**src/bfep_pkg.sv**
```systemverilog
// ============================================================================
// bfep_pkg
// Shared types and constants of the beacon frame element parser.
// ============================================================================
package bfep_pkg;

    // Result kinds carried on the output tuser.
    localparam logic [1:0] KIND_BSSID   = 2'd0;
    localparam logic [1:0] KIND_SSID    = 2'd1;
    localparam logic [1:0] KIND_VERDICT = 2'd2;
    localparam logic [1:0] KIND_DONE    = 2'd3;

    // Frame recognition.
    localparam logic [1:0] PTYPE_MGMT   = 2'd0;
    localparam logic [7:0] FC_BEACON    = 8'h80;

    // Frame layout.
    localparam int BSSID_FIRST = 16;
    localparam int BSSID_LAST  = 21;
    localparam int IE_START    = 36;
    localparam int FCS_BYTES   = 4;

    // Element identifiers.
    localparam logic [7:0] EID_SSID = 8'd0;
    localparam logic [7:0] EID_RSN  = 8'd48;

    // RSN suite selector: OUI bytes and AKM suite types.
    localparam logic [7:0] OUI_B0        = 8'h00;
    localparam logic [7:0] OUI_B1        = 8'h0F;
    localparam logic [7:0] OUI_B2        = 8'hAC;
    localparam logic [7:0] AKM_PSK       = 8'h02;
    localparam logic [7:0] AKM_FT_PSK    = 8'h04;
    localparam logic [7:0] AKM_SAE_LEG   = 8'h08;
    localparam logic [7:0] AKM_SAE       = 8'h0C;

    // Output queue geometry.
    localparam int OQ_DEPTH = 4;
    localparam int OQ_AW    = 2;
    localparam int OQ_CW    = 3;

    // One result item.
    typedef struct packed {
        logic [1:0] kind;
        logic [7:0] data;
        logic [1:0] security;
        logic       last;
    } result_t;

    // Results produced by one input byte, handed to the output queue.
    typedef struct packed {
        logic [1:0] count;
        result_t    r0;
        result_t    r1;
    } push_t;

endpackage

```
**src/bfep_parse_core.sv**
```systemverilog
// ============================================================================
// bfep_parse_core
// Input register and frame walker: turns one frame byte into up to two results.
// ============================================================================
module bfep_parse_core
    import bfep_pkg::*;
#(
    parameter int MAX_FRAME_BYTES = 4096
) (
    input  logic        aclk,
    input  logic        aresetn,
    input  logic        in_valid,
    output logic        in_ready,
    input  logic [7:0]  in_data,
    input  logic        in_sof,
    input  logic [1:0]  in_ptype,
    input  logic [11:0] in_len,
    input  logic        queue_room,
    output push_t       push
);

    localparam int PW = $clog2(MAX_FRAME_BYTES);
    localparam int LW = PW + 1;
    localparam int NW = PW + 9;
    localparam int CW = (PW > 12) ? PW : 12;
    localparam logic [PW-1:0] POS_MAX = PW'(MAX_FRAME_BYTES - 1);

    typedef enum logic [1:0] {PH_IDLE, PH_LEN, PH_BODY, PH_STOP} phase_t;

    // Input register.
    logic        iv_reg;
    logic [7:0]  data_reg;
    logic        sof_reg;
    logic [1:0]  ptype_reg;
    logic [11:0] len_reg;

    // Walker state.
    logic [PW-1:0] pos_reg, pos_next;
    logic [PW-1:0] slen_reg, slen_next;
    logic          beacon_reg, beacon_next;
    phase_t        phase_reg, phase_next;
    logic [NW-1:0] npos_reg, npos_next;
    logic [7:0]    eid_reg, eid_next;
    logic [7:0]    elen_reg, elen_next;
    logic [7:0]    off_reg, off_next;
    logic [15:0]   pw_reg, pw_next;
    logic [15:0]   akm_reg, akm_next;
    logic [15:0]   idx_reg, idx_next;
    logic [1:0]    oui_reg, oui_next;
    logic          w2_reg, w2_next;
    logic          w3_reg, w3_next;

    logic          advance;
    logic [PW-1:0] cur_pos, cur_slen;
    logic          cur_beacon;
    phase_t        cur_phase;
    logic [NW-1:0] cur_npos;
    logic [7:0]    cur_eid, cur_elen, cur_off;
    logic [15:0]   cur_pw, cur_akm, cur_idx;
    logic [1:0]    cur_oui;
    logic          cur_w2, cur_w3;
    logic [CW-1:0] len_wide;
    logic [LW-1:0] p_ext, l_ext;
    logic [18:0]   akm_at, o_wide;
    logic [7:0]    new_off;
    logic          e_bssid, e_ssid, e_verd, e_done;
    logic [1:0]    verdict;
    logic [1:0]    n;
    result_t       ev, r0, r1;

    // A byte moves on when the queue can take two results.
    assign advance  = iv_reg && queue_room;
    assign in_ready = !iv_reg || queue_room;

    // Frame walk for the byte in the input register.
    always_comb begin
        cur_pos    = pos_reg;
        cur_slen   = slen_reg;
        cur_beacon = beacon_reg;
        cur_phase  = phase_reg;
        cur_npos   = npos_reg;
        cur_eid    = eid_reg;
        cur_elen   = elen_reg;
        cur_off    = off_reg;
        cur_pw     = pw_reg;
        cur_akm    = akm_reg;
        cur_idx    = idx_reg;
        cur_oui    = oui_reg;
        cur_w2     = w2_reg;
        cur_w3     = w3_reg;
        len_wide   = CW'(len_reg);
        // A frame start samples type and length and clears the walk.
        if (sof_reg) begin
            cur_slen   = (len_wide > CW'(MAX_FRAME_BYTES - 1)) ? POS_MAX : PW'(len_wide);
            cur_beacon = (ptype_reg == PTYPE_MGMT) && (data_reg == FC_BEACON);
            cur_pos    = '0;
            cur_phase  = PH_IDLE;
            cur_npos   = NW'(IE_START);
            cur_eid    = '0;
            cur_elen   = '0;
            cur_off    = '0;
            cur_pw     = '0;
            cur_akm    = '0;
            cur_idx    = '0;
            cur_oui    = '0;
            cur_w2     = 1'b0;
            cur_w3     = 1'b0;
        end

        slen_next   = cur_slen;
        beacon_next = cur_beacon;
        phase_next  = cur_phase;
        npos_next   = cur_npos;
        eid_next    = cur_eid;
        elen_next   = cur_elen;
        off_next    = cur_off;
        pw_next     = cur_pw;
        akm_next    = cur_akm;
        idx_next    = cur_idx;
        oui_next    = cur_oui;
        w2_next     = cur_w2;
        w3_next     = cur_w3;
        pos_next    = (cur_pos < POS_MAX) ? cur_pos + PW'(1) : cur_pos;

        p_ext   = LW'(cur_pos);
        l_ext   = LW'(cur_slen);
        akm_at  = 19'({cur_pw, 2'b00}) + 19'd8;
        o_wide  = 19'(cur_off);
        new_off = cur_off + 8'd1;
        e_bssid = 1'b0;
        e_ssid  = 1'b0;
        e_verd  = 1'b0;
        e_done  = 1'b0;
        verdict = 2'd0;

        if (cur_beacon) begin
            e_bssid = (cur_pos >= PW'(BSSID_FIRST)) && (cur_pos <= PW'(BSSID_LAST))
                   && (p_ext < l_ext);
            // Element walk, only ahead of the FCS.
            if (p_ext + LW'(FCS_BYTES) < l_ext) begin
                priority if (cur_phase == PH_IDLE && NW'(cur_pos) == cur_npos) begin
                    if (p_ext + LW'(FCS_BYTES + 2) < l_ext) begin
                        eid_next   = data_reg;
                        phase_next = PH_LEN;
                    end else begin
                        phase_next = PH_STOP;
                    end
                end else if (cur_phase == PH_LEN) begin
                    elen_next = data_reg;
                    off_next  = '0;
                    pw_next   = '0;
                    akm_next  = '0;
                    idx_next  = '0;
                    oui_next  = '0;
                    w2_next   = 1'b0;
                    w3_next   = 1'b0;
                    npos_next = NW'(cur_pos) + NW'(1) + NW'(data_reg);
                    if (data_reg == 8'd0) begin
                        e_verd     = (cur_eid == EID_RSN);
                        phase_next = PH_IDLE;
                    end else begin
                        phase_next = PH_BODY;
                    end
                end else if (cur_phase == PH_BODY) begin
                    e_ssid = (cur_eid == EID_SSID);
                    // RSN body: pairwise count, pairwise suites, AKM count, AKM suites.
                    if (cur_eid == EID_RSN) begin
                        priority if (cur_off == 8'd6) begin
                            pw_next = {8'h00, data_reg};
                        end else if (cur_off == 8'd7) begin
                            pw_next = {data_reg, cur_pw[7:0]};
                        end else if (cur_off >= 8'd8) begin
                            priority if (o_wide == akm_at) begin
                                akm_next = {8'h00, data_reg};
                            end else if (o_wide == akm_at + 19'd1) begin
                                akm_next = {data_reg, cur_akm[7:0]};
                            end else if (o_wide >= akm_at + 19'd2) begin
                                unique case (cur_off[1:0] + 2'd2)
                                    2'd0: oui_next = (data_reg == OUI_B0) ? 2'd1 : 2'd0;
                                    2'd1: oui_next = (cur_oui == 2'd1 && data_reg == OUI_B1)
                                                   ? 2'd2 : 2'd0;
                                    2'd2: oui_next = (cur_oui == 2'd2 && data_reg == OUI_B2)
                                                   ? 2'd3 : 2'd0;
                                    default: begin
                                        if (cur_oui == 2'd3 && cur_idx < cur_akm) begin
                                            if (data_reg == AKM_PSK || data_reg == AKM_FT_PSK
                                                || data_reg == AKM_SAE_LEG) begin
                                                w2_next = 1'b1;
                                            end
                                            if (data_reg == AKM_SAE) begin
                                                w3_next = 1'b1;
                                            end
                                        end
                                        idx_next = cur_idx + 16'd1;
                                        oui_next = 2'd0;
                                    end
                                endcase
                            end else begin
                                akm_next = cur_akm;
                            end
                        end else begin
                            pw_next = cur_pw;
                        end
                    end
                    off_next = new_off;
                    if (new_off >= cur_elen) begin
                        e_verd     = (cur_eid == EID_RSN);
                        phase_next = PH_IDLE;
                    end else if (p_ext + LW'(FCS_BYTES + 1) == l_ext) begin
                        e_verd     = (cur_eid == EID_RSN);
                        phase_next = PH_STOP;
                    end
                    verdict = {w3_next, w2_next};
                end else begin
                    phase_next = cur_phase;
                end
            end
            e_done = (cur_slen != '0) && (p_ext + LW'(1) == l_ext);
        end
    end

    // Pack the results in order: BSSID, SSID, verdict, done.
    always_comb begin
        n  = 2'd0;
        r0 = '0;
        r1 = '0;
        ev = '0;
        if (e_bssid) begin
            ev = '{kind: KIND_BSSID, data: data_reg, security: 2'd0, last: 1'b0};
            if (n == 2'd0) r0 = ev; else r1 = ev;
            n = n + 2'd1;
        end
        if (e_ssid) begin
            ev = '{kind: KIND_SSID, data: data_reg, security: 2'd0, last: 1'b0};
            if (n == 2'd0) r0 = ev; else r1 = ev;
            n = n + 2'd1;
        end
        if (e_verd) begin
            ev = '{kind: KIND_VERDICT, data: 8'd0, security: verdict, last: 1'b0};
            if (n == 2'd0) r0 = ev; else r1 = ev;
            n = n + 2'd1;
        end
        if (e_done) begin
            ev = '{kind: KIND_DONE, data: 8'd0, security: 2'd0, last: 1'b0};
            if (n == 2'd0) r0 = ev; else r1 = ev;
            n = n + 2'd1;
        end
        if (n == 2'd2) begin
            r1.last = 1'b1;
        end else begin
            r0.last = 1'b1;
        end
        push.count = advance ? n : 2'd0;
        push.r0    = r0;
        push.r1    = r1;
    end

    // Input register and walker state.
    always_ff @(posedge aclk) begin
        if (!aresetn) begin
            iv_reg     <= 1'b0;
            pos_reg    <= '0;
            slen_reg   <= '0;
            beacon_reg <= 1'b0;
            phase_reg  <= PH_IDLE;
            npos_reg   <= NW'(IE_START);
            eid_reg    <= '0;
            elen_reg   <= '0;
            off_reg    <= '0;
            pw_reg     <= '0;
            akm_reg    <= '0;
            idx_reg    <= '0;
            oui_reg    <= '0;
            w2_reg     <= 1'b0;
            w3_reg     <= 1'b0;
        end else begin
            if (in_ready) begin
                iv_reg <= in_valid;
            end
            if (advance) begin
                pos_reg    <= pos_next;
                slen_reg   <= slen_next;
                beacon_reg <= beacon_next;
                phase_reg  <= phase_next;
                npos_reg   <= npos_next;
                eid_reg    <= eid_next;
                elen_reg   <= elen_next;
                off_reg    <= off_next;
                pw_reg     <= pw_next;
                akm_reg    <= akm_next;
                idx_reg    <= idx_next;
                oui_reg    <= oui_next;
                w2_reg     <= w2_next;
                w3_reg     <= w3_next;
            end
        end
    end

    // Input payload needs no reset.
    always_ff @(posedge aclk) begin
        if (in_valid && in_ready) begin
            data_reg  <= in_data;
            sof_reg   <= in_sof;
            ptype_reg <= in_ptype;
            len_reg   <= in_len;
        end
    end

endmodule

```
**src/bfep_out_queue.sv**
```systemverilog
// ============================================================================
// bfep_out_queue
// Four-entry result queue that takes up to two results per cycle.
// ============================================================================
module bfep_out_queue
    import bfep_pkg::*;
(
    input  logic    aclk,
    input  logic    aresetn,
    input  push_t   push,
    output logic    room,
    output logic    out_valid,
    input  logic    out_ready,
    output result_t out_item
);

    result_t          mem [OQ_DEPTH];
    logic [OQ_AW-1:0] wr_reg, rd_reg;
    logic [OQ_CW-1:0] cnt_reg, cnt_next;
    logic             pop;

    assign out_valid = (cnt_reg != '0);
    assign pop       = out_valid && out_ready;
    assign room      = (cnt_reg <= OQ_CW'(OQ_DEPTH - 2));
    assign cnt_next  = cnt_reg + OQ_CW'(push.count) - OQ_CW'(pop);
    assign out_item  = mem[rd_reg];

    // Pointers and fill count.
    always_ff @(posedge aclk) begin
        if (!aresetn) begin
            wr_reg  <= '0;
            rd_reg  <= '0;
            cnt_reg <= '0;
        end else begin
            wr_reg  <= wr_reg + OQ_AW'(push.count);
            rd_reg  <= rd_reg + OQ_AW'(pop);
            cnt_reg <= cnt_next;
        end
    end

    // Storage: first result at the write pointer, second one after it.
    always_ff @(posedge aclk) begin
        if (push.count != 2'd0) begin
            mem[wr_reg] <= push.r0;
        end
        if (push.count == 2'd2) begin
            mem[wr_reg + OQ_AW'(1)] <= push.r1;
        end
    end

endmodule

```
**src/beacon_frame_element_parser.sv**
```systemverilog
// ============================================================================
// beacon_frame_element_parser
// Beacon BSSID, SSID and RSN security extraction from a byte stream.
// ============================================================================
// Takes one frame byte per cycle, with packet type and frame length on the
// first byte, and reports the BSSID bytes, each SSID byte, an RSN security
// verdict per RSN element and a done event on the last byte of a beacon.
// A byte is taken every cycle as long as the four-entry result queue holds
// at most two results. A byte waits in the input register until the queue has
// room for its results, and the walk logic then writes them into the queue,
// from which they are offered on the output.
// Only a byte that causes two results, or back-pressure on the result side,
// slows the input, since the queue drains one result per cycle.
module beacon_frame_element_parser
    import bfep_pkg::*;
#(
    parameter int MAX_FRAME_BYTES = 4096
) (
    input  logic        aclk,
    input  logic        aresetn,
    input  logic        s_tvalid,
    output logic        s_tready,
    input  logic [23:0] s_tdata,   // data_byte [7:0], frame_length [19:8], zero fill
    input  logic [2:0]  s_tuser,   // start_of_frame [0], packet_type [2:1]
    output logic        m_tvalid,
    input  logic        m_tready,
    output logic [15:0] m_tdata,   // event_byte [7:0], security [9:8], zero fill
    output logic [1:0]  m_tuser,   // event_kind [1:0]
    output logic        m_tlast
);

    push_t   push;
    logic    room;
    result_t item;

    bfep_parse_core #(
        .MAX_FRAME_BYTES(MAX_FRAME_BYTES)
    ) u_core (
        .aclk      (aclk),
        .aresetn   (aresetn),
        .in_valid  (s_tvalid),
        .in_ready  (s_tready),
        .in_data   (s_tdata[7:0]),
        .in_sof    (s_tuser[0]),
        .in_ptype  (s_tuser[2:1]),
        .in_len    (s_tdata[19:8]),
        .queue_room(room),
        .push      (push)
    );

    bfep_out_queue u_queue (
        .aclk     (aclk),
        .aresetn  (aresetn),
        .push     (push),
        .room     (room),
        .out_valid(m_tvalid),
        .out_ready(m_tready),
        .out_item (item)
    );

    // Result fields onto the stream.
    assign m_tdata = {6'b0, item.security, item.data};
    assign m_tuser = item.kind;
    assign m_tlast = item.last;

endmodule

```
**config.mk**
```make
export PLATFORM = sky130hd
export DESIGN_NAME = beacon_frame_element_parser
export DESIGN_NICKNAME = d
export VERILOG_FILES = /design/src/bfep_pkg.sv /design/src/bfep_parse_core.sv /design/src/bfep_out_queue.sv /design/src/beacon_frame_element_parser.sv
export SDC_FILE = /design/constraint.sdc
export NUM_CORES = 1
export LEC_CHECK = 0
export ABC_AREA = 1
export BUFFER_PORTS_ARGS = -buffer_cell sky130_fd_sc_hd__buf_4
export CAP_MARGIN = 20
export CORE_ASPECT_RATIO = 1.75
export CORE_MARGIN = 1.5
export CORE_UTILIZATION = 54
export DETAILED_ROUTE_END_ITERATION = 10
export PLACE_DENSITY = 0.74
export SYNTH_ARGS = -nofsm -noshare
export SYNTH_HDL_FRONTEND = slang
export SYNTH_SLANG_ARGS = --single-unit
export TNS_END_PERCENT = 10
```
**constraint.sdc**
```tcl
create_clock -name aclk -period 5.5 [get_ports aclk]
set_clock_uncertainty 0.05 [all_clocks]
set_input_delay 1.1 -clock aclk [delete_from_list [all_inputs] [get_ports aclk]]
set_output_delay 1.1 -clock aclk [all_outputs]
set_load 0.02 [all_outputs]
```
; Word-level counts from Yosys, hierarchy flattened
; Memories as Yosys holds them, arrays and structs flattened. A register that Yosys moved wholly into a read port is not among the register bits.
; Index checks and enable logic that the tools add are counted.
[totals]
word_cells = 272
register_bits = 155
memories = 1
ram_bits = 52
[classes]
n_lt_le_gt_ge = 12
n_eq_ne = 24
reduce_logical = 27
add_sub_neg = 21
mux = 165
[mem_list]
columns = memory, depth, word_bits, read_ports, rd_ports_with_merged_regs, wr, line_no
row1 = u_queue.mem, 4, 13, 1, 1, 2, bfep_out_queue.sv:17  ; result_t mem [OQ_DEPTH];
[op_table]
columns = cell, count
row1 = 16-bit 2-to-1 mux, 35
row2 = 13-bit 2-to-1 mux, 10
row3 = 8-bit 2-to-1 mux, 16
row4 = 21-bit 2-to-1 mux, 5
row5 = 12-bit 2-to-1 mux, 6
row6 = 2-bit 2-to-1 mux, 35
row7 = 1-bit 2-to-1 mux, 56
row8 = "12-bit by 3-bit adder with 13-bit output, second input constant", 3
row9 = 8-bit by 19-bit equality test with 1-bit output, 2
row10 = "12-bit by 1-bit adder with 13-bit output, second input constant", 2
row11 = 13-bit by 12-bit equality test with 1-bit output, 2
row12 = 13-bit by 12-bit less-than comparator with 1-bit output, 2
row13 = "8-bit by 3-bit equality test with 1-bit output, second input constant", 3
row14 = "8-bit by 4-bit equality test with 1-bit output, second input constant", 3
row15 = 21-bit by 8-bit adder with 21-bit output, 1
row16 = 12-bit by 21-bit equality test with 1-bit output, 1
row17 = "18-bit by 4-bit adder with 19-bit output, second input constant", 1
row18 = "19-bit by 1-bit adder with 19-bit output, second input constant", 1
row19 = "19-bit by 2-bit adder with 19-bit output, second input constant", 1
row20 = 8-bit by 19-bit >= comparator with 1-bit output, 1
row21 = "16-bit by 1-bit adder with 16-bit output, second input constant", 1
row22 = "8-bit equality test, second input constant", 2
row23 = 8-bit zero test, 2
row24 = 16-bit less-than comparator, 1
row25 = other kinds (31), 57

; Depth between registers and ports, before layout
; Gate-level depths: netlist of the first run.
[depth]
ltp_word = 23
mapped_depth = 40

; Cells and area by module
; Synthesis of the first run repeated with hierarchy kept, for this count alone.
[hier_totals]
cells_unflattened = 2240
area_unflattened_um2 = 15638.7
[by_module_without_submodules]
columns = module, cells_per_inst, area_each_um2, n_inst, seq_area_each_um2
row1 = bfep_parse_core, 1925, 12525.8, 1, 3193.1
row2 = bfep_out_queue, 308, 3064.2, 1, 1701.6
row3 = beacon_frame_element_parser, 7, 48.8, 1, 0.0

; Worst setup path after synthesis of the first run
; No wires, ideal clock.
[synth_path]
path_kind = register -> register
startpoint = reg u_core.sof_reg
endpoint = mem u_queue.mem[3][0] (netlist name), enable pin
path_slack_ns = 0.237
required_time_ns = 5.094
path_stages_with_launch = 35
setup_ns = 0.356
arrival_ns = 4.857
synth_period_minus_slack_ns = 5.263
path_cell_list = edfxtp_1 -> inv_4 -> buf_6 -> nand2_2 -> inv_1 -> ha_1 -> inv_1 -> nor2_1 -> xor2_1 -> ha_1 -> a21oi_1 -> nor2_1 -> a211oi_1 -> nor2_1 -> nor2_2 -> nand2_1 -> nor2_4 -> nand2_2 -> nor2_4 -> inv_2 -> nor2_4 -> inv_2 -> ha_1 -> inv_1 -> nand3_1 -> nand2_1 -> inv_1 -> ha_1 -> inv_1 -> nand2_1 -> nand3_4 -> nor2_8 -> nand2_2 -> buf_2 -> nand2_1
[synth_lines]
columns = item, line_no
row1 = "start, declared", bfep_parse_core.sv:33  ; logic sof_reg;
row2 = "start signal, assigned", bfep_parse_core.sv:303  ; sof_reg <= in_sof;
row3 = "end, declared", bfep_out_queue.sv:17

; Worst setup path in the final report of the first run
[layout_path]
startpoint = reg u_core.sof_reg
endpoint = reg u_queue.cnt_reg[2]
[layout_via]
elab_chain_cells = 16
word_cells_on_any_way = 55
cone_classes = add/sub: 9 / order compare: 5 / eq/ne: 6 / mux: 28 / reduce/logical: 7
[layout_rtl]
columns = item, line_no
row1 = branches (longest 12 deep; another with 12-bit by 3-bit adder with 13-bit output), n/a
row2 = 2-bit 2-to-1 mux *, bfep_parse_core.sv:243  ; if (e_done) begin
row3 = 2-bit 2-to-1 mux *, bfep_parse_core.sv:253  ; push.count = advance ? n : 2'd0;
row4 = 3-bit by 2-bit adder with 3-bit output *, bfep_out_queue.sv:25  ; assign cnt_next = cnt_reg + OQ_CW'(push.count) - OQ_CW'(pop);
row5 = 3-bit by 1-bit subtractor with 3-bit output *, bfep_out_queue.sv:25
row6 = "end signal, assigned", bfep_out_queue.sv:37  ; cnt_reg <= cnt_next;
row7 = "end, declared", bfep_out_queue.sv:19  ; logic [OQ_CW-1:0] cnt_reg, cnt_next;
; Mark *: on every way between the ends.
; A chain may end at the register's enable or synchronous reset.

==> results.json, run 1 <==
{
  "outcome": "complete, no violations",
  "synth_seq_cells": 207,
  "floorplan.die_area_um2": 29800,
  "place.detailed.hpwl_mm": 40.1,
  "yosys_warnings": 0,
  "num_io_pins": 52,
  "critPathLaunch": "u_core.sof_reg",
  "first_iter_violations": 1245,
  "worstMarginPinSlew_ns": 1.11,
  "number_of_vias_in_the_routed_layout": 15876,
  "fin_crit_sh": 0.954,
  "worstHoldPathType": "reg -> reg",
  "cts.clk_slew.worst_paths_ns": 0.06,
  "peak_freq_mhz": 191,
  "critical_path.max_fanout": 16,
  "whs_ns": 0.382,
  "firstDrtPassIters": 5,
  "layout-area-overhead-vs-synth_pct": 12.1,
  "slack_of_the_worst_reg_to_reg_path_ns": 0.25,
  "cellLeakagePower_nw": 7.89,
  "worstPathRequired_ns": 5.85,
  "vias_per_cell": 5.78,
  "hold_path_depth": 2,
  "report.final.hold_viol_count": 0,
  "fin_total_pwr_w": 0.00490,
  "share_of_post_route_cells_with_drive_strength_above_1": 0.106,
  "grt_remaining_overflow": 0,
  "critical-path-slowest-cell": "sky130_fd_sc_hd__edfxtp_1",
  "grt_pass1_wl_mm": 82.9,
  "gp_routability_congestion": 0.982,
  "post-place-cells": 2702,
  "max-vdd-ir-drop_uv": 237,
  "die_w_um": 131,
  "critPathArrivalTime_ns": 5.60,
  "num-nets-final": 2486,
  "netlist-cell-type-count": 57,
  "synth_sequential_area_ratio": 0.316,
  "grt_max_degree": 75,
  "initial_utilization": 0.552,
  "syn_inst": 2297,
  "final_antenna_net_count": 0,
  "via_count_of_the_first_global_routing_pass": 15326,
  "gr_util_all_layers": 0.359,
  "cts_tree": "yes",
  "chipHeight_um": 227,
  "setup-tns-final_ns": 0,
  "cts_max_level": 1,
  "clkSinkCount": 207,
  "final.min_clock_period_ns": 5.25,
  "cts.root.buffer_cell": "sky130_fd_sc_hd__clkbuf_16",
  "clkLatencyLatePin_ns": 0.53,
  "worst_r2r_endpoint": "u_queue.cnt_reg[2]",
  "finalNonFillerCells": 2747,
  "pwr_density_cell_nw_per_um2": 282,
  "cts_buffers": 22,
  "max-slew-margin-rel": 0.258,
  "detail_route.wirelength_mm": 53.8,
  "synthFlopType": "sky130_fd_sc_hd__dfxtp_1",
  "row_count": 81,
  "slew_violations": 0,
  "worst_r2r_path_depth": 34,
  "regToRegStartpoint": "u_core.sof_reg",
  "largest_register_ff_count": 52,
  "postSynthAreaPerCell_um2": 6.75,
  "syn_area_um2": 15500,
  "worstSetupStartpointType": "flop",
  "cts_max_path_buffers": 3,
  "synth-edff-count": 75,
  "cp_slowest_stage_delay_ns": 0.46,
  "critPathCapture": "u_queue.cnt_reg[2]",
  "placeableCoreArea_um2": 28100,
  "setup.worst_path.class": "reg -> reg",
  "number_of_antenna_violations_at_the_first_check_in_global_routing": 0,
  "synthArstFlopShare": 0,
  "timing.max_cap.violations": 0,
  "route.detailed.wl_per_inst_um": 19.6,
  "drc": 0,
  "timing.final.setup_violations": 0,
  "port-buffer-count": 41,
  "finish.utilization": 0.619,
  "worst_setup_path_end_kind": "flop",
  "num_antenna_cells": 0
}
-- stage by stage --
stage | area [µm²] | worst slack, ns
detailed placement | 16500 | 0.217
finish | 17400 | 0.253
global placement | 16500 | 0.280
floorplan | 15500 | 0.237
global route | 17400 | -0.0273
CTS | 17300 | 0.173
-- worst max-delay path, delay by kind of cell (launching register included) --
family / cells / cell delay, ns
AND/OR/NAND/NOR: 16 / 1.78
adder cells (fa/ha/maj): 5 / 1.46
buffers and inverters: 10 / 0.95
flip-flops: 1 / 0.46
AO/OA/AOI/OAI: 2 / 0.25
XOR/XNOR: 1 / 0.14
-- area by class of cell --
type                            instances  area (µm²)
Clock inverter                         10         131
Fill cell                            2675       10700
Inverter                              284        1070
Multi-Input combinational cell       1716        9130
Tap cell                              373         467
Timing Repair Buffer                  127        1050
Clock buffer                           30         642
Sequential cell                       207        4890
-- report_power, final --
group | internal, W | switching [W] | leakage (nW)
clock | 0.000960 | 0.000656 | 0.382
combinational | 0.000491 | 0.000988 | 5.73
sequential | 0.00169 | 0.000113 | 1.78
total | 0.00314 | 0.00176 | 7.89
-- layout by cell type, fill, tap and decap left out, drive strengths merged, types with 5 or more instances in the layout --
cell type  synthesis  final
nand2            612    612
inv              283    283
nor2             232    232
a21oi            186    186
nand3            179    179
o21ai            158    158
dfxtp            132    132
buf               38    127
ha                95     95
edfxtp            75     75
xor2              49     49
nor3              39     39
nand4             30     30
clkbuf            57     30
o211ai            29     29
o22ai             25     25
o221ai            11     11
a211oi             8      8
xnor2              7      7
a221oi             7      7
clkinv             1      7
a31oi              6      6
conb               1      6
nor4               5      5
a21boi             5      5
-- routing by layer --
layer	up-vias	track usage	wire, µm
met4	0	0.325	5490
met2	627	0.655	26600
met1	7244	0.358	18700
met5	-	0	0
met3	259	0.0461	3010
li1	7746	-	-
-- synth_stat cells (10+ instances only) --
cell type	count	share of area
sky130_fd_sc_hd__xor2_1	46	0.026
sky130_fd_sc_hd__inv_2	12	0.0029
sky130_fd_sc_hd__nand2_1	597	0.14
sky130_fd_sc_hd__dfxtp_1	132	0.17
sky130_fd_sc_hd__nor2_4	10	0.0073
sky130_fd_sc_hd__o221ai_1	11	0.0062
sky130_fd_sc_hd__ha_1	95	0.077
sky130_fd_sc_hd__nor2_1	202	0.049
sky130_fd_sc_hd__a21oi_1	186	0.060
sky130_fd_sc_hd__buf_2	16	0.0052
sky130_fd_sc_hd__nand4_1	29	0.012
sky130_fd_sc_hd__nor3_1	36	0.012
sky130_fd_sc_hd__o21ai_0	150	0.048
sky130_fd_sc_hd__nand2_2	15	0.0061
sky130_fd_sc_hd__inv_1	270	0.065
sky130_fd_sc_hd__nand3_1	171	0.055
sky130_fd_sc_hd__o22ai_1	25	0.010
sky130_fd_sc_hd__edfxtp_1	75	0.15
sky130_fd_sc_hd__nor2_2	19	0.0077
sky130_fd_sc_hd__clkbuf_1	57	0.014
sky130_fd_sc_hd__buf_6	10	0.0073
sky130_fd_sc_hd__o211ai_1	29	0.014
-- repair_timing --
action                                  in CTS  in global routing
gates resized for setup                      0                 12
endpoints found under the setup margin       0                 12
hold buffers                                 0                  0
buffers inserted                             0                  2
-- worst min-delay path by stage --
stage                         from                  end  slack, ns
3_5_place_dp   u_core.npos_reg[18]  u_core.npos_reg[18]       0.37
5_1_grt        u_core.npos_reg[16]  u_core.npos_reg[16]       0.39
2_1_floorplan  u_core.npos_reg[16]  u_core.npos_reg[16]       0.36
4_1_cts        u_core.npos_reg[18]  u_core.npos_reg[18]       0.38
6_report       u_core.npos_reg[16]  u_core.npos_reg[16]       0.38
3_3_place_gp   u_core.npos_reg[19]  u_core.npos_reg[19]       0.37
-- logic make-up after synthesis --
group,share of synthesized area
DFF,0.316
buffers and inverters,0.0997
other,0.000242
xor gates and xnor gates,0.0338
adders and majority gates,0.0792
AOI/OAI and AO/OA,0.163
and+or+nand+nor,0.309
(Power assumes the default switching activity.)
==> run 2, diff against run 1 <==
==> constraint.sdc (replaced) <==
create_clock -name aclk -period 5.5 [get_ports aclk]
set_clock_uncertainty 0.05 [all_clocks]
set_input_delay 0.825 -clock aclk [delete_from_list [all_inputs] [get_ports aclk]]
set_output_delay 0.825 -clock aclk [all_outputs]
set_load 0.02 [all_outputs]
==> results.json, run 2 (same netlist as run 1, synthesis figures left out) <==
{
  "outcome": "complete, no violations",
  "setup.worst_path.class": "reg -> reg",
  "worst_setup_path_end_kind": "flop",
  "gp_routability_congestion": 1.05,
  "critical-path-slowest-cell": "sky130_fd_sc_hd__edfxtp_1",
  "placeableCoreArea_um2": 28100,
  "worstMarginPinSlew_ns": 0.980,
  "cts_buffers": 21,
  "cts_max_path_buffers": 3,
  "final.min_clock_period_ns": 5.07,
  "num-nets-final": 2488,
  "num_antenna_cells": 0,
  "number_of_antenna_violations_at_the_first_check_in_global_routing": 0,
  "layout-area-overhead-vs-synth_pct": 11.7,
  "fin_crit_sh": 0.921,
  "worstPathRequired_ns": 5.68,
  "worst_r2r_path_depth": 32,
  "regToRegStartpoint": "u_core.sof_reg",
  "grt_pass1_wl_mm": 82.7,
  "grt_setup_unrepaired": "no",
  "vias_per_cell": 5.84,
  "final_antenna_net_count": 0,
  "setup-tns-final_ns": 0,
  "cts_hold_buffers": 0,
  "critPathArrivalTime_ns": 5.24,
  "clkLatencyLatePin_ns": 0.54,
  "clkSinkCount": 207,
  "finish.utilization": 0.617,
  "most_frequent_standard_cell_in_the_layout_excluding_fill_and_tap_cells": "sky130_fd_sc_hd__nand2_1",
  "via_count_of_the_first_global_routing_pass": 15789,
  "cts_tree": "yes",
  "number_of_vias_in_the_routed_layout": 16042,
  "timing.max_cap.violations": 0,
  "timing.final.setup_violations": 0,
  "critPathCapture": "u_queue.mem[0][6]",
  "row_count": 81,
  "worst_r2r_endpoint": "u_queue.mem[0][6]",
  "cts.root.buffer_cell": "sky130_fd_sc_hd__clkbuf_16",
  "port-buffer-count": 41,
  "final_cell_mix": "sky130_fd_sc_hd__nand2_1 (597), sky130_fd_sc_hd__inv_1 (268), sky130_fd_sc_hd__nor2_1 (199)",
  "chipHeight_um": 227,
  "detail_route.wirelength_mm": 53.0,
  "worstHoldPathType": "reg -> reg",
  "cts.clk_slew.worst_paths_ns": 0.06,
  "grt_remaining_overflow": 0,
  "max-slew-margin-rel": 0.346,
  "route.detailed.wl_per_inst_um": 19.3,
  "initial_utilization": 0.552,
  "max-vdd-ir-drop_uv": 293,
  "place.detailed.hpwl_mm": 39.8,
  "share_of_post_route_cells_with_drive_strength_above_1": 0.108,
  "critPathLaunch": "u_core.sof_reg",
  "slack_of_the_worst_reg_to_reg_path_ns": 0.43,
  "grt_max_degree": 87,
  "first_iter_violations": 1174,
  "largest_register_ff_count": 52,
  "slew_violations": 0,
  "critical_path.max_fanout": 14,
  "cp_slowest_stage_delay_ns": 0.43,
  "num_io_pins": 52,
  "report.final.hold_viol_count": 0,
  "cts_max_level": 1,
  "firstDrtPassIters": 5,
  "worstSetupStartpointType": "flop",
  "drc": 0,
  "gr_util_all_layers": 0.355,
  "peak_freq_mhz": 197,
  "die_w_um": 131,
  "cellLeakagePower_nw": 7.88,
  "pwr_density_cell_nw_per_um2": 272,
  "floorplan.die_area_um2": 29800
}
run 2: metal layers:
metal  global-route usage  routed length, µm  vias up
li1                     -                  -     7740
met5                    0                  0        -
met3               0.0416               3210      257
met2                0.656              26800      701
met4                0.318               5070        0
met1                0.350              17900     7344
run 2: area by class of cell:
| cell class | count | area (µm²) |
|---|---|---|
| well taps | 373 | 467 |
| fillers | 2685 | 10700 |
| inverters | 284 | 1070 |
| clock buffers | 26 | 584 |
| clock inverters | 12 | 103 |
| flip-flops and latches | 207 | 4890 |
| repair buffers | 130 | 1080 |
| multi-input cells | 1716 | 9140 |
run 2: stage by stage:
step	hold slack, ns	total power (W)	setup slack, ns	instance area, µm²	cells
after floorplan	0.365	0.00274	0.237	15500	2302
after global placement	0.370	0.00321	0.243	16500	2705
after detailed placement	0.377	0.00324	0.191	16500	2706
after CTS	0.386	0.00469	0.160	17200	2744
after global routing	0.398	0.00493	0.00725	17300	2748
final	0.384	0.00471	0.432	17300	2748
run 2: where the power goes:
part           switching, W  internal [W]  leakage, nW
Sequential         0.000115       0.00169         1.78
Combinational      0.000950      0.000490         5.75
Clock              0.000657      0.000810        0.344
run 2: worst min-delay path by stage:
stage,startpoint,to,depth (start not counted)
floorplan,u_core.npos_reg[16],u_core.npos_reg[16],2
global placement,u_core.npos_reg[20],u_core.npos_reg[20],2
detailed placement,u_core.npos_reg[20],u_core.npos_reg[20],2
CTS,u_core.npos_reg[20],u_core.npos_reg[20],2
global route,u_core.npos_reg[20],u_core.npos_reg[20],2
finish,u_core.npos_reg[20],u_core.npos_reg[20],2
run 2: repair_timing:
| action | in CTS | in global routing |
|---|---|---|
| resized for setup | 0 | 15 |
| setup endpoints to repair | 0 | 106 |
| setup buffers | 0 | 1 |
run 2: worst max-delay path: cells and delay by family, from the launching register on:
kind	cells	cell delay, ns
simple gates	14	1.60
buf+inv	11	1.13
fa+ha+maj	4	0.97
flops	1	0.43
compound gates	2	0.38
xor+xnor	1	0.17
